### config.mk
export PLATFORM = sky130hd
export DESIGN_NAME = bnc_back
export DESIGN_NICKNAME = d
export VERILOG_FILES = /design/src/design/bnc_pkg.sv /design/src/design/bnc_back.sv
export SDC_FILE = /design/constraint.sdc
export NUM_CORES = 1
export LEC_CHECK = 0
export ABC_AREA = 0
export BUFFER_PORTS_ARGS = -buffer_cell sky130_fd_sc_hd__buf_4
export CAP_MARGIN = 40
export CORE_UTILIZATION = 60
export DETAILED_ROUTE_END_ITERATION = 16
export GPL_ROUTABILITY_DRIVEN = 1
export PLACE_DENSITY = 0.81
export SYNTH_ARGS = -nofsm -noshare
export SYNTH_HDL_FRONTEND = slang
export SYNTH_SLANG_ARGS = --single-unit
### constraint.sdc
create_clock -name clk -period 6.54 [get_ports clk]
set_input_delay 0.327 -clock clk [delete_from_list [all_inputs] [get_ports clk]]
set_output_delay 0.327 -clock clk [all_outputs]
set_load 0.05 [all_outputs]
### src/design/bnc_pkg.sv
package bnc_pkg;

	localparam int STACK_DEPTH_DEF = 128;
	localparam int QUEUE_DEPTH     = 2;
	localparam int CFG_IDX_W       = 2;
	localparam int WEIGHT_W        = 16;
	localparam int SCORE_W         = 32;

	localparam logic [1:0] KIND_ROUND  = 2'd0;
	localparam logic [1:0] KIND_SQUARE = 2'd1;
	localparam logic [1:0] KIND_CURLY  = 2'd2;
	localparam logic [1:0] KIND_ANGLE  = 2'd3;

	localparam logic [CFG_IDX_W-1:0] REG_WEIGHT_ROUND  = 2'd0;
	localparam logic [CFG_IDX_W-1:0] REG_WEIGHT_SQUARE = 2'd1;
	localparam logic [CFG_IDX_W-1:0] REG_WEIGHT_CURLY  = 2'd2;
	localparam logic [CFG_IDX_W-1:0] REG_WEIGHT_ANGLE  = 2'd3;

	localparam logic [WEIGHT_W-1:0] WEIGHT_ROUND_RST  = 16'd3;
	localparam logic [WEIGHT_W-1:0] WEIGHT_SQUARE_RST = 16'd57;
	localparam logic [WEIGHT_W-1:0] WEIGHT_CURLY_RST  = 16'd1197;
	localparam logic [WEIGHT_W-1:0] WEIGHT_ANGLE_RST  = 16'd25137;

	localparam logic [7:0] CH_OPEN_ROUND   = 8'h28;
	localparam logic [7:0] CH_CLOSE_ROUND  = 8'h29;
	localparam logic [7:0] CH_OPEN_SQUARE  = 8'h5B;
	localparam logic [7:0] CH_CLOSE_SQUARE = 8'h5D;
	localparam logic [7:0] CH_OPEN_CURLY   = 8'h7B;
	localparam logic [7:0] CH_CLOSE_CURLY  = 8'h7D;
	localparam logic [7:0] CH_OPEN_ANGLE   = 8'h3C;
	localparam logic [7:0] CH_CLOSE_ANGLE  = 8'h3E;

	typedef struct packed {
		logic       line_start;
		logic       is_open;
		logic       is_close;
		logic [1:0] kind;
	} op_t;

endpackage

### src/design/bnc_back.sv
module bnc_back #(
	parameter int STACK_DEPTH = bnc_pkg::STACK_DEPTH_DEF
) (
	input  logic                           clk,
	input  logic                           arst_n,
	input  logic                           cfg_we,
	input  logic [bnc_pkg::CFG_IDX_W-1:0]  cfg_index,
	input  logic [bnc_pkg::WEIGHT_W-1:0]   cfg_data,
	input  logic                           op_valid,
	input  bnc_pkg::op_t                   op,
	output logic                           op_take,
	output logic                           out_valid,
	input  logic                           out_stall,
	output logic                           mismatch,
	output logic                           line_halted,
	output logic [bnc_pkg::SCORE_W-1:0]    total_score,
	output logic                           overflow
);
	import bnc_pkg::*;

	localparam int CW = $clog2(STACK_DEPTH + 1);
	localparam int AW = $clog2(STACK_DEPTH);

	logic [1:0]          mem [STACK_DEPTH];
	logic [1:0]          rd_q;
	logic [1:0]          top_q;
	logic [CW-1:0]       cnt_q;
	logic                halt_q;
	logic                ovf_q;
	logic [SCORE_W-1:0]  score_q;
	logic [WEIGHT_W-1:0] weight_q [4];

	logic                out_valid_q;
	logic                mismatch_q;
	logic                halted_q;
	logic [SCORE_W-1:0]  total_q;
	logic                overflow_q;

	logic                adv;
	logic [CW-1:0]       cnt_eff;
	logic [CW-1:0]       cnt_n;
	logic [CW-1:0]       rd_cnt;
	logic                halt_eff;
	logic                halt_n;
	logic                ovf_n;
	logic [1:0]          top_n;
	logic [SCORE_W-1:0]  score_n;
	logic [SCORE_W:0]    sum;
	logic                bad;
	logic                wr_en;

	assign adv     = op_valid && (!out_valid_q || !out_stall);
	assign op_take = adv;
	assign sum     = {1'b0, score_q} + (SCORE_W + 1)'(weight_q[op.kind]);
	assign rd_cnt  = cnt_n - CW'(2);

	always_comb begin
		cnt_eff  = cnt_q;
		halt_eff = halt_q;
		cnt_n    = cnt_q;
		halt_n   = halt_q;
		ovf_n    = ovf_q;
		top_n    = top_q;
		score_n  = score_q;
		bad      = 1'b0;
		wr_en    = 1'b0;
		if (adv) begin
			cnt_eff  = op.line_start ? '0 : cnt_q;
			halt_eff = op.line_start ? 1'b0 : halt_q;
			cnt_n    = cnt_eff;
			halt_n   = halt_eff;
			if (!halt_eff) begin
				if (op.is_open) begin
					if (cnt_eff < CW'(STACK_DEPTH)) begin
						wr_en = 1'b1;
						top_n = op.kind;
						cnt_n = cnt_eff + CW'(1);
					end else begin
						ovf_n = 1'b1;
					end
				end else if (op.is_close) begin
					if (cnt_eff == '0) begin
						bad = 1'b1;
					end else begin
						cnt_n = cnt_eff - CW'(1);
						top_n = rd_q;
						bad   = (top_q != op.kind);
					end
					if (bad) begin
						score_n = sum[SCORE_W] ? '1 : sum[SCORE_W-1:0];
						halt_n  = 1'b1;
					end
				end
			end
		end
	end

	always_ff @(posedge clk) begin
		if (wr_en) begin
			mem[cnt_eff[AW-1:0]] <= op.kind;
		end
		rd_q <= mem[rd_cnt[AW-1:0]];
		top_q <= top_n;
		if (adv) begin
			mismatch_q <= bad;
			halted_q   <= halt_n;
			total_q    <= score_n;
			overflow_q <= ovf_n;
		end
	end

	always_ff @(posedge clk or negedge arst_n) begin
		if (!arst_n) begin
			cnt_q       <= '0;
			halt_q      <= 1'b0;
			ovf_q       <= 1'b0;
			score_q     <= '0;
			out_valid_q <= 1'b0;
			weight_q[REG_WEIGHT_ROUND]  <= WEIGHT_ROUND_RST;
			weight_q[REG_WEIGHT_SQUARE] <= WEIGHT_SQUARE_RST;
			weight_q[REG_WEIGHT_CURLY]  <= WEIGHT_CURLY_RST;
			weight_q[REG_WEIGHT_ANGLE]  <= WEIGHT_ANGLE_RST;
		end else begin
			cnt_q   <= cnt_n;
			halt_q  <= halt_n;
			ovf_q   <= ovf_n;
			score_q <= score_n;
			if (adv) begin
				out_valid_q <= 1'b1;
			end else if (!out_stall) begin
				out_valid_q <= 1'b0;
			end
			if (cfg_we) begin
				weight_q[cfg_index] <= cfg_data;
			end
		end
	end

	assign out_valid   = out_valid_q;
	assign mismatch    = mismatch_q;
	assign line_halted = halted_q;
	assign total_score = total_q;
	assign overflow    = overflow_q;

	a_cnt_bound: assert property (@(posedge clk) disable iff (!arst_n)
		cnt_q <= CW'(STACK_DEPTH))
		else $error("stack count beyond depth");

	a_mismatch_halts: assert property (@(posedge clk) disable iff (!arst_n)
		out_valid_q && mismatch_q |-> halted_q)
		else $error("mismatch beat without halted line");

	a_score_monotonic: assert property (@(posedge clk) disable iff (!arst_n)
		1'b1 |=> score_q >= $past(score_q))
		else $error("score decreased");

	a_ovf_sticky: assert property (@(posedge clk) disable iff (!arst_n)
		ovf_q |=> ovf_q)
		else $error("overflow flag cleared");

endmodule

==> impl_metrics.csv, run 1 <==
group,metric,value,unit
synthesis,synth-edff-count,293,
worst_hold_path,min_from,"op_valid",
drt,routed_wirelength,41900,um
sta,rsz0062_at_grt,"no",
worst_hold_path,hold_path.class,"in -> reg",
synthesis,synth_fp_nets,1413,
placed_design,port_buffers,64,
sta,max_freq,192,MHz
critical_path,cp.required,6.97,ns
placed_design,dp_hpwl,26900,um
finish,mostFrequentLayoutCells,"edfxtp_1, nor2_1, nand2_1",
cts,clockBufferDepth,3,
finish,fin_util,68.8,%
drt,ant_nets,0,
grt,grt_pass1_vias,11900,
synthesis,syn-mean-instance-area,13.4,um^2
cts,cts_tree,"done",
synthesis,ys_async_sr_fraction,26.6,%
sta,skew,0.0287,ns
synthesis,ys_seq_elements,402,
synthesis,syn_area,18200,um^2
critical_path,cp-startpoint,"cnt_q[1]",
sta,whs,0.0190,ns
sta,period_needed,5.20,ns
finish,area_growth,12.4,%
cts,clk_pin_slew_worst_paths,0.06,ns
sta,finalHoldViolCount,0,
pwr,peakVddDrop,0.279,mV
grt,grt_max_degree,90,
floorplanning,fp.dieH,176,um
critical_path,critPathMaxFanout,22,
drt,dr.pass1.iters,8,
sta,setup_tns,0,ns
synthesis,synth_compound_area_share,7.17,%
pwr,power.density,400,nW/um^2
cts,cts_resized,0,
grt,grt_usage,27.6,%
finish,num-nets-final,1473,
drt,vias_per_cell,6.48,
floorplanning,ios,65,
sta,timing.final.max_slew_violations,0,
floorplanning,start_util,61.2,%
floorplanning,core,29800,um^2
synthesis,synth_fa_ha_area_share,1.41,%
sta,period_share,79.6,%
floorplanning,dieArea,31100,um^2
finish,antennaDiodeCount,0,
drt,drt-initial-drc-count,1161,
synthesis,synth_ff_type,"edfxtp_1",
synthesis,synth_xor_area_share,1.19,%
placed_design,gp_congestion,0.961,
sta,maxSlewHeadroom,41.4,%
critical_path,worstReg2RegStart,"cnt_q[1]",
sta,worstMarginPinSlew,0.879,ns
synthesis,syn_inst,1365,
synthesis,ys_types,82,
synthesis,ys_warn_count,0,
finish,nFillCells,2021,
sta,setup_viol,0,
cts,cts_made_buffers,41,
critical_path,startpoint_type,"flip-flop",
finish,final_cell_area,20500,um^2
cts,htreeDepth,2,
grt,antenna_found_initial,0,
critical_path,worstPathArrival,5.63,ns
finish,multi_input_area,6260,um^2
placed_design,placed_cell_area,19200,um^2
drt,drcViolationCount,0,
grt,grt_pass1_wl,65900,um
pwr,leakage,7.51,nW
cts,cts.sinks,402,
cts,clock_latency,0.54,ns
critical_path,path_class,"reg -> reg",
finish,seqCellArea,11500,um^2
drt,num_vias,12000,
floorplanning,rows,63,
critical_path,critPathCaptureType,"flip-flop",
synthesis,synthSimpleGateAreaFrac,11.3,%
grt,grt_overflow,0,
drt,avgRoutedWirePerCell,22.7,um
cts,cts-root-buf,"clkbuf_16",
synthesis,muxShareOfSynthArea,13.2,%
status,outcome,"complete, no violations",
floorplanning,die_width,176,um
job,maxCapViolCount,0,
finish,layout_commonest_cell,"edfxtp_1",
synthesis,synth-seq-area-share,63.3,%
synthesis,synth_top_family_by_area,"multiplexers",
finish,drive_above_1_share,20.7,%
[layer usage]
metal / vias up / track usage (%) / wire (um)
li1: 5256 / - / -
met1: 5933 / 37.3 / 16300
met2: 661 / 45.0 / 20300
met3: 128 / 5.08 / 3860
met4: 0 / 10.3 / 1400
met5: - / 0 / 0
[power by group]
part	switching, mW	internal [mW]
sequential	0.163	2.98
clock	0.951	1.31
combinational	1.70	1.11
total	2.81	5.40
[worst max-delay path, cell delays in order (launching register included)]
cell and delay, ns:
dfrtp_1 0.50, nand2b_1 0.20, ha_1 0.26, or4b_4 0.50, o21ai_0 0.22, a2111oi_2 0.13, or2_1 0.28, ha_1 0.30
a311o_1 0.32, o211ai_1 0.68, buf_4 0.45, mux4_2 0.36, a221o_1 0.30, mux2i_1 0.27, o22ai_1 0.11, a211o_1 0.24
[per-stage QoR]
step / total power [mW] / std cells / setup WS [ns]
after CTS: 8.19 / 1848 / 1.45
after floorplan: 5.22 / 1365 / 1.07
after detailed placement: 5.92 / 1771 / 1.29
after global placement: 5.80 / 1758 / 1.42
after global routing: 8.54 / 1848 / 1.07
final: 8.21 / 1848 / 1.34
[path summary, 6_finish.rpt]
path | to | slack (ns) | depth (start not counted)
min | out_valid | 0.02 | 2
max | rd_q[1] | 1.34 | 15
max reg2reg | rd_q[1] | 1.34 | 15
max in group asynchronous | score_q[17] | 4.95 | 3
min in group asynchronous | score_q[9] | 0.33 | 2
min reg2reg | ovf_q | 0.49 | 1
[repair_timing]
action	CTS	global route
hold buffers	1	0
hold endpoints to repair	33	0
buffers inserted	0	0
[cell type report]
| type | instances | share of cell area (%) |
|---|---|---|
| clock buffers | 52 | 5.51 |
| multi-input cells | 871 | 30.6 |
| well taps | 390 | 2.38 |
| repair buffers | 91 | 4.03 |
| inverters | 18 | 0.342 |
| clock inverters | 24 | 0.879 |
| flip-flops and latches | 402 | 56.3 |
[state kept, by name, summed over array words and instances (netlist names), 2 cells and up]
signal       flops
mem            256
weight_q        64
score_q         32
total_score     32
cnt_q            8
rd_q             2
top_q            2
[cell families (layout without fill, tap and decap cells)]
kind of cell | count (synthesis) | in the layout
AND/OR/NAND/NOR | 459 | 459
XOR/XNOR | 24 | 24
buffers and inverters | 92 | 185
multiplexers | 191 | 191
AO/OA/AOI/OAI | 177 | 177
flip-flops | 402 | 402
adder cells (fa/ha/maj) | 20 | 20
[synthesized netlist by cell type, types with 3 or more instances]
cell type | instances | area share (%)
nor3b_1 | 3 | 0.12
xnor2_1 | 15 | 0.72
inv_1 | 16 | 0.33
a31oi_1 | 13 | 0.45
buf_2 | 12 | 0.33
buf_6 | 6 | 0.37
nor3_1 | 18 | 0.49
o21ai_0 | 21 | 0.58
and2_1 | 7 | 0.24
mux2_2 | 82 | 5.1
nand4_1 | 6 | 0.21
a311oi_1 | 12 | 0.58
a211oi_1 | 10 | 0.41
a221o_1 | 4 | 0.22
o32ai_1 | 6 | 0.29
nand2_1 | 148 | 3.0
nand2b_1 | 10 | 0.34
o221ai_1 | 8 | 0.38
nor2b_1 | 9 | 0.31
edfxtp_1 | 293 | 48
mux2i_1 | 77 | 4.2
o21bai_1 | 5 | 0.21
dfrtp_1 | 89 | 12
nand3_1 | 33 | 0.91
o21a_1 | 3 | 0.12
a21o_1 | 4 | 0.16
clkbuf_1 | 47 | 0.97
ha_1 | 19 | 1.3
nor2_1 | 173 | 3.6
and3_1 | 26 | 0.89
or3_1 | 6 | 0.21
o22ai_1 | 7 | 0.24
a21oi_1 | 28 | 0.77
o211ai_1 | 3 | 0.12
o22a_1 | 17 | 0.82
o311ai_0 | 3 | 0.14
o211a_1 | 4 | 0.22
xor2_1 | 8 | 0.38
buf_4 | 8 | 0.33
mux4_2 | 31 | 3.8
dfstp_2 | 18 | 2.6
or2_2 | 3 | 0.10
Power figures use the tool's default switching activity.
==> run 2, diff against run 1 <==
--- a/config.mk
+++ b/config.mk
@@ -5,13 +5,13 @@
 export SDC_FILE = /design/constraint.sdc
 export NUM_CORES = 1
 export LEC_CHECK = 0
-export ABC_AREA = 0
+export ABC_AREA = 1
 export BUFFER_PORTS_ARGS = -buffer_cell sky130_fd_sc_hd__buf_4
 export CAP_MARGIN = 40
-export CORE_UTILIZATION = 60
+export CORE_UTILIZATION = 56
 export DETAILED_ROUTE_END_ITERATION = 16
 export GPL_ROUTABILITY_DRIVEN = 1
-export PLACE_DENSITY = 0.81
+export PLACE_DENSITY = 0.79
 export SYNTH_ARGS = -nofsm -noshare
 export SYNTH_HDL_FRONTEND = slang
 export SYNTH_SLANG_ARGS = --single-unit
==> constraint.sdc (replaced) <==
create_clock -name clk -period 4.4 [get_ports clk]
set_input_delay 0.22 -clock clk [delete_from_list [all_inputs] [get_ports clk]]
set_output_delay 0.22 -clock clk [all_outputs]
set_load 0.05 [all_outputs]
==> run 2 against run 1 <==
Effect of this change: utilization decreased by 5.1 points; count of clock-buffer cells in the layout increased by 3; clock skew decreased by 0.010 ns; via count increased by 22%; setup slack got worse by 0.86 ns; routed wire length increased by 11%; combinational power increased by 43%; non-clock buffer count increased by 14; cell count increased by 41%; total power increased by 44%.
==> impl_metrics.csv, run 2 <==
group,metric,value,unit
status,outcome,"complete, no violations",
floorplanning,die_width,187,um
finish,area_growth,11.9,%
drt,drcViolationCount,0,
critical_path,cp_slowest_cell,"inv_1",
pwr,power.density,555,nW/um^2
sta,whs,0.0183,ns
drt,ant_nets,0,
grt,grt_max_degree,77,
placed_design,port_buffers,64,
finish,seqCellArea,11500,um^2
critical_path,worstPathArrival,4.39,ns
synthesis,ys_seq_elements,402,
floorplanning,fp.dieH,187,um
sta,rsz0062_at_grt,"no",
sta,maxSlewHeadroom,40.6,%
pwr,p_total,11.8,mW
cts,clockBufferDepth,3,
synthesis,ys_top_cells_by_area,"edfxtp_1, dfrtp_1, nand2_1",
finish,largest_register_ffs,256,
drt,num_vias,14600,
critical_path,critPathMaxFanout,24,
floorplanning,start_util,56.9,%
placed_design,placed_cell_area,20000,um^2
synthesis,synth-edff-count,293,
pwr,leakage,9.14,nW
finish,multi_input_area,6010,um^2
synthesis,synth-seq-area-share,60.4,%
drt,vias_per_cell,5.61,
grt,grt_overflow,0,
floorplanning,dieArea,34800,um^2
synthesis,synth_fp_nets,2122,
finish,mostFrequentLayoutCells,"nand2_1, inv_1, edfxtp_1",
floorplanning,ios,65,
cts,cts-root-buf,"clkbuf_16",
job,maxCapViolCount,0,
critical_path,startpoint_type,"flip-flop",
finish,nFillCells,2644,
placed_design,dp_hpwl,29300,um
placed_design,post-place-ws,0.385,ns
cts,post_cts_buffers,0,
floorplanning,rows,67,
grt,grt_pass1_vias,14200,
synthesis,ys_warn_count,0,
critical_path,cp.required,4.86,ns
sta,finalHoldViolCount,0,
cts,clock_latency,0.54,ns
cts,cts.sinks,402,
sta,setup_viol,0,
pwr,p_sw_share,37.0,%
sta,setup_tns,0,ns
pwr,p_int,7.46,mW
synthesis,yosysMostFrequentCell,"nand2_1",
sta,skew,0.0183,ns
drt,routed_wirelength,46500,um
synthesis,ys_types,45,
grt,antenna_found_initial,2,
synthesis,ys_async_sr_fraction,26.6,%
grt,grt_pass1_wl,74600,um
critical_path,critPathMaxStageDelay,0.54,ns
finish,num-nets-final,2182,
cts,cts_made_buffers,40,
worst_hold_path,hold_path.class,"in -> reg",
drt,dr.pass1.iters,5,
drt,avgRoutedWirePerCell,17.8,um
critical_path,path_class,"reg -> reg",
sta,period_needed,3.93,ns
critical_path,cp_common_cell,"nand2_1",
pwr,peakVddDrop,0.384,mV
pwr,power.share.combinational,33.9,%
floorplanning,core,33500,um^2
critical_path,critPathCaptureType,"flip-flop",
sta,layout_setup_ws,0.471,ns
finish,drive_above_1_share,9.53,%
grt,grt_usage,27.0,%
sta,period_share,89.3,%
synthesis,synth_ff_type,"edfxtp_1",
pwr,sequentialPowerShare,39.1,%
cts,htreeDepth,2,
placed_design,gp_congestion,0.911,
sta,timing.final.max_slew_violations,0,
cts,cts_tree,"done",
synthesis,syn_area,19100,um^2
sta,max_freq,255,MHz
pwr,clock_power_share,27.0,%
sta,worstMarginPinSlew,0.888,ns
cts,clk_pin_slew_worst_paths,0.06,ns
pwr,switchingPower,4.38,mW
synthesis,syn-mean-instance-area,9.21,um^2
drt,drt-initial-drc-count,1607,
synthesis,synth.top_cells.by_count,"nand2_1, inv_1, edfxtp_1, nand3_1, nor2_1",
synthesis,synth_area_leader_cell,"edfxtp_1",
synthesis,syn_inst,2074,
finish,layout_commonest_cell,"nand2_1",
finish,final_cell_area,21400,um^2
synthesis,synthDominantCellAreaShare,46.1,%
-- run 2: cell types whose count changed after synthesis, moves of 15 or more --
cell,previous run,this run
and3_1,26,0
inv_1,16,298
mux2_2,82,0
mux2i_1,77,0
mux4_2,31,0
nand2_1,148,480
nand3_1,33,287
nand3b_1,2,17
nor2_1,173,207
o21ai_0,21,127
o22a_1,17,0
o22ai_1,7,27
-- run 2: layout make-up --
cell class,instances,area share (%)
antenna,1,0.0117
clock buffer,55,5.19
clock inverter,15,0.504
inverter,304,5.34
multi-input combinational,1281,28.1
sequential,402,54.0
tap,448,2.62
timing repair buffer,105,4.18
-- run 2: routing by layer --
layer | GRT usage (%) | share of wire (%) | up-vias
li1 | - | - | 6923
met1 | 37.0 | 40 | 6891
met2 | 43.7 | 47 | 723
met3 | 4.78 | 9.6 | 110
met4 | 9.30 | 3.2 | 0
met5 | 0 | 0 | -
-- run 2: power groups by stage --
| stage | sequential [mW] | clock [mW] | combinational, mW |
|---|---|---|---|
| finish | 4.63 | 3.20 | 4.02 |
| CTS | 4.62 | 3.23 | 3.97 |
| detailed placement | 4.69 | 0 | 3.93 |
| global placement | 4.69 | 0 | 3.84 |
| global route | 4.65 | 3.37 | 4.42 |
| floorplan | 4.78 | 0 | 2.70 |
-- run 2: critical path: cells and delay by family (launching register included) --
| kind | cells | cell delay (ns) |
|---|---|---|
| compound gates | 1 | 0.29 |
| fa+ha+maj | 2 | 0.50 |
| buf+inv | 6 | 1.14 |
| flops | 1 | 0.41 |
| simple gates | 16 | 1.51 |
-- run 2: per-stage QoR --
step	util, %	std cells
2_1_floorplan	-	2074
3_3_place_gp	59.4	2522
3_5_place_dp	59.7	2529
4_1_cts	63.7	2610
5_1_grt	63.7	2611
6_report	63.7	2611
-- run 2: final timing paths --
check	startpoint	to	slack (ns)	cells past startpoint
min in group asynchronous	arst_n	weight_q[8]	0.35	2
max in group asynchronous	arst_n	score_q[29]	2.98	3
worst min-delay path	cfg_data[7]	weight_q[55]	0.02	3
worst max register to register	cnt_q[1]	rd_q[1]	0.47	25
worst max-delay path	cnt_q[1]	rd_q[1]	0.47	25
worst min register to register	ovf_q	ovf_q	0.46	1
-- run 2: logic make-up (layout without fill, tap and decap cells) --
family,Yosys count,in the layout,share of synthesized area (%)
AND/OR/NAND/NOR,1049,1049,23.7
flip-flops,402,402,60.4
buffers and inverters,391,479,8.18
AO/OA/AOI/OAI,192,192,5.41
adder cells (fa/ha/maj),20,20,1.35
XOR/XNOR,20,20,0.917
other,0,1,0
-- run 2: timing repair --
item / 4_1_cts / 5_1_grt
resized for setup: 0 / 0
hold buffers: 11 / 0
setup endpoints to repair: 0 / 0
hold endpoints to repair: 73 / 0
==> run 3, diff against run 2 <==
--- a/config.mk
+++ b/config.mk
@@ -5,7 +5,7 @@
 export SDC_FILE = /design/constraint.sdc
 export NUM_CORES = 1
 export LEC_CHECK = 0
-export ABC_AREA = 1
+export ABC_AREA = 0
 export BUFFER_PORTS_ARGS = -buffer_cell sky130_fd_sc_hd__buf_4
 export CAP_MARGIN = 40
 export CORE_UTILIZATION = 56
==> run 3 against run 2 <==
Effect of this change: critical endpoint unchanged; die area fell by 4.5%; largest power group unchanged; cell count fell by 25%; highest routed layer is now met5; setup slack got worse by 0.34 ns; non-clock buffer count rose by 51.
==> impl_metrics.csv, run 3 (synthesized netlist as in run 1, its figures left out) <==
group,metric,value,unit
cts,cts.sinks,402,
critical_path,critPathMaxFanout,18,
finish,area_growth,16.1,%
critical_path,worstPathArrival,4.71,ns
worst_hold_path,hold_path.class,"in -> reg",
floorplanning,ios,65,
drt,dr.pass1.iters,6,
sta,period_share,97.0,%
finish,largest_register_ffs,256,
placed_design,dp_hpwl,28100,um
job,maxCapViolCount,0,
drt,drcViolationCount,0,
cts,cts-root-buf,"clkbuf_16",
cts,htreeDepth,2,
sta,worstMarginPinSlew,0.829,ns
floorplanning,start_util,57.3,%
drt,routed_wirelength,42800,um
sta,period_needed,4.27,ns
floorplanning,fp.dieH,182,um
sta,setup_viol,0,
sta,skew,0.0302,ns
drt,drt-initial-drc-count,1089,
cts,cts_made_buffers,42,
pwr,power.density,596,nW/um^2
grt,grt_overflow,0,
critical_path,path_class,"reg -> reg",
grt,antenna_found_initial,1,
placed_design,placed_cell_area,19600,um^2
finish,final_cell_area,21200,um^2
sta,max_freq,234,MHz
grt,grt_pass1_vias,12200,
sta,layout_setup_ws,0.133,ns
placed_design,dp.cells,1861,
finish,layout_commonest_cell,"edfxtp_1",
grt,grt_usage,26.6,%
floorplanning,rows,65,
placed_design,post-place-ws,0.0936,ns
critical_path,critPathCaptureType,"flip-flop",
grt,grt_pass1_wl,67800,um
critical_path,startpoint_type,"flip-flop",
placed_design,port_buffers,64,
critical_path,cp.required,4.84,ns
sta,maxSlewHeadroom,44.1,%
sta,finalHoldViolCount,0,
finish,antennaDiodeCount,0,
finish,mostFrequentLayoutCells,"edfxtp_1, nor2_1, nand2_1",
floorplanning,core,31800,um^2
sta,timing.final.max_slew_violations,0,
cts,clockBufferDepth,3,
finish,nFillCells,2199,
cts,clock_latency,0.55,ns
grt,grt_max_degree,77,
drt,ant_nets,0,
sta,rsz0062_at_grt,"yes",
pwr,p_total,12.6,mW
floorplanning,die_width,182,um
drt,vias_per_cell,6.22,
status,outcome,"complete, no violations",
drt,avgRoutedWirePerCell,21.8,um
placed_design,gp_congestion,0.923,
pwr,leakage,7.82,nW
cts,cts_tree,"done",
finish,drive_above_1_share,22.5,%
finish,stdcell_count,1958,
drt,num_vias,12200,
finish,num-nets-final,1539,
pwr,peakVddDrop,0.367,mV
cts,clk_pin_slew_worst_paths,0.06,ns
floorplanning,dieArea,33300,um^2
[run 3: area by class of cell]
| cell class | instances | area, um^2 | share of cell area, % |
|---|---|---|---|
| Sequential cell | 402 | 11500 | 54.5 |
| Multi-Input combinational cell | 871 | 6300 | 29.7 |
| Timing Repair Buffer | 156 | 1380 | 6.50 |
| Clock buffer | 54 | 1140 | 5.37 |
| Tap cell | 435 | 544 | 2.57 |
| Clock inverter | 22 | 196 | 0.928 |
| Inverter | 18 | 73.8 | 0.349 |
[run 3: repair_timing]
action | CTS | global route
setup endpoints to repair | 0 | 2
hold buffers | 19 | 0
setup buffers | 0 | 2
gates resized for setup | 0 | 2
hold endpoints to repair | 101 | 0
[run 3: worst max-delay path, cell delays in order (launching register included)]
cell,delay (ns)
dfrtp_1,0.39
nand2b_1,0.15
ha_1,0.19
or4b_4,0.48
o211a_1,0.27
mux2_4,0.35
nor2_4,0.56
buf_4,0.38
mux2i_1,0.24
mux2i_1,0.13
mux4_2,0.49
mux2i_1,0.21
o22ai_1,0.10
a211o_1,0.24
[run 3: through the flow]
step	util [%]	setup TNS [ns]	hold WS (ns)
after floorplan	-	-0.131	-0.0756
after global placement	60.9	0	0.440
after detailed placement	61.7	0	0.203
after CTS	66.5	0	0.0290
after global routing	66.6	-0.0721	0.0478
final	66.6	0	0.0462
[run 3: worst paths after layout]
| path | startpoint | end | slack (ns) | cells after the start |
|---|---|---|---|---|
| worst max register to register | cnt_q[1] | rd_q[1] | 0.13 | 13 |
| min in group asynchronous | arst_n | score_q[10] | 0.17 | 2 |
| worst min-delay path | op[0] | mem[87][0] | 0.05 | 1 |
| worst min register to register | ovf_q | ovf_q | 0.48 | 1 |
| max in group asynchronous | arst_n | out_valid | 3.23 | 4 |
| worst max-delay path | cnt_q[1] | rd_q[1] | 0.13 | 13 |
[run 3: layer usage]
layer / global-route usage, % / part of all wire [%] / vias to the layer above
met3: 4.23 / 8.4 / 148
li1: - / - / 5382
met5: 0 / 0.030 / -
met2: 43.4 / 48 / 621
met1: 35.4 / 40 / 6026
met4: 11.7 / 4.1 / 2
[run 3: where the power goes]
| group | total [mW] | internal [mW] | switching (mW) |
|---|---|---|---|
| Combinational | 4.55 | 1.89 | 2.67 |
| Clock | 3.46 | 2.05 | 1.41 |
| Sequential | 4.59 | 4.43 | 0.165 |
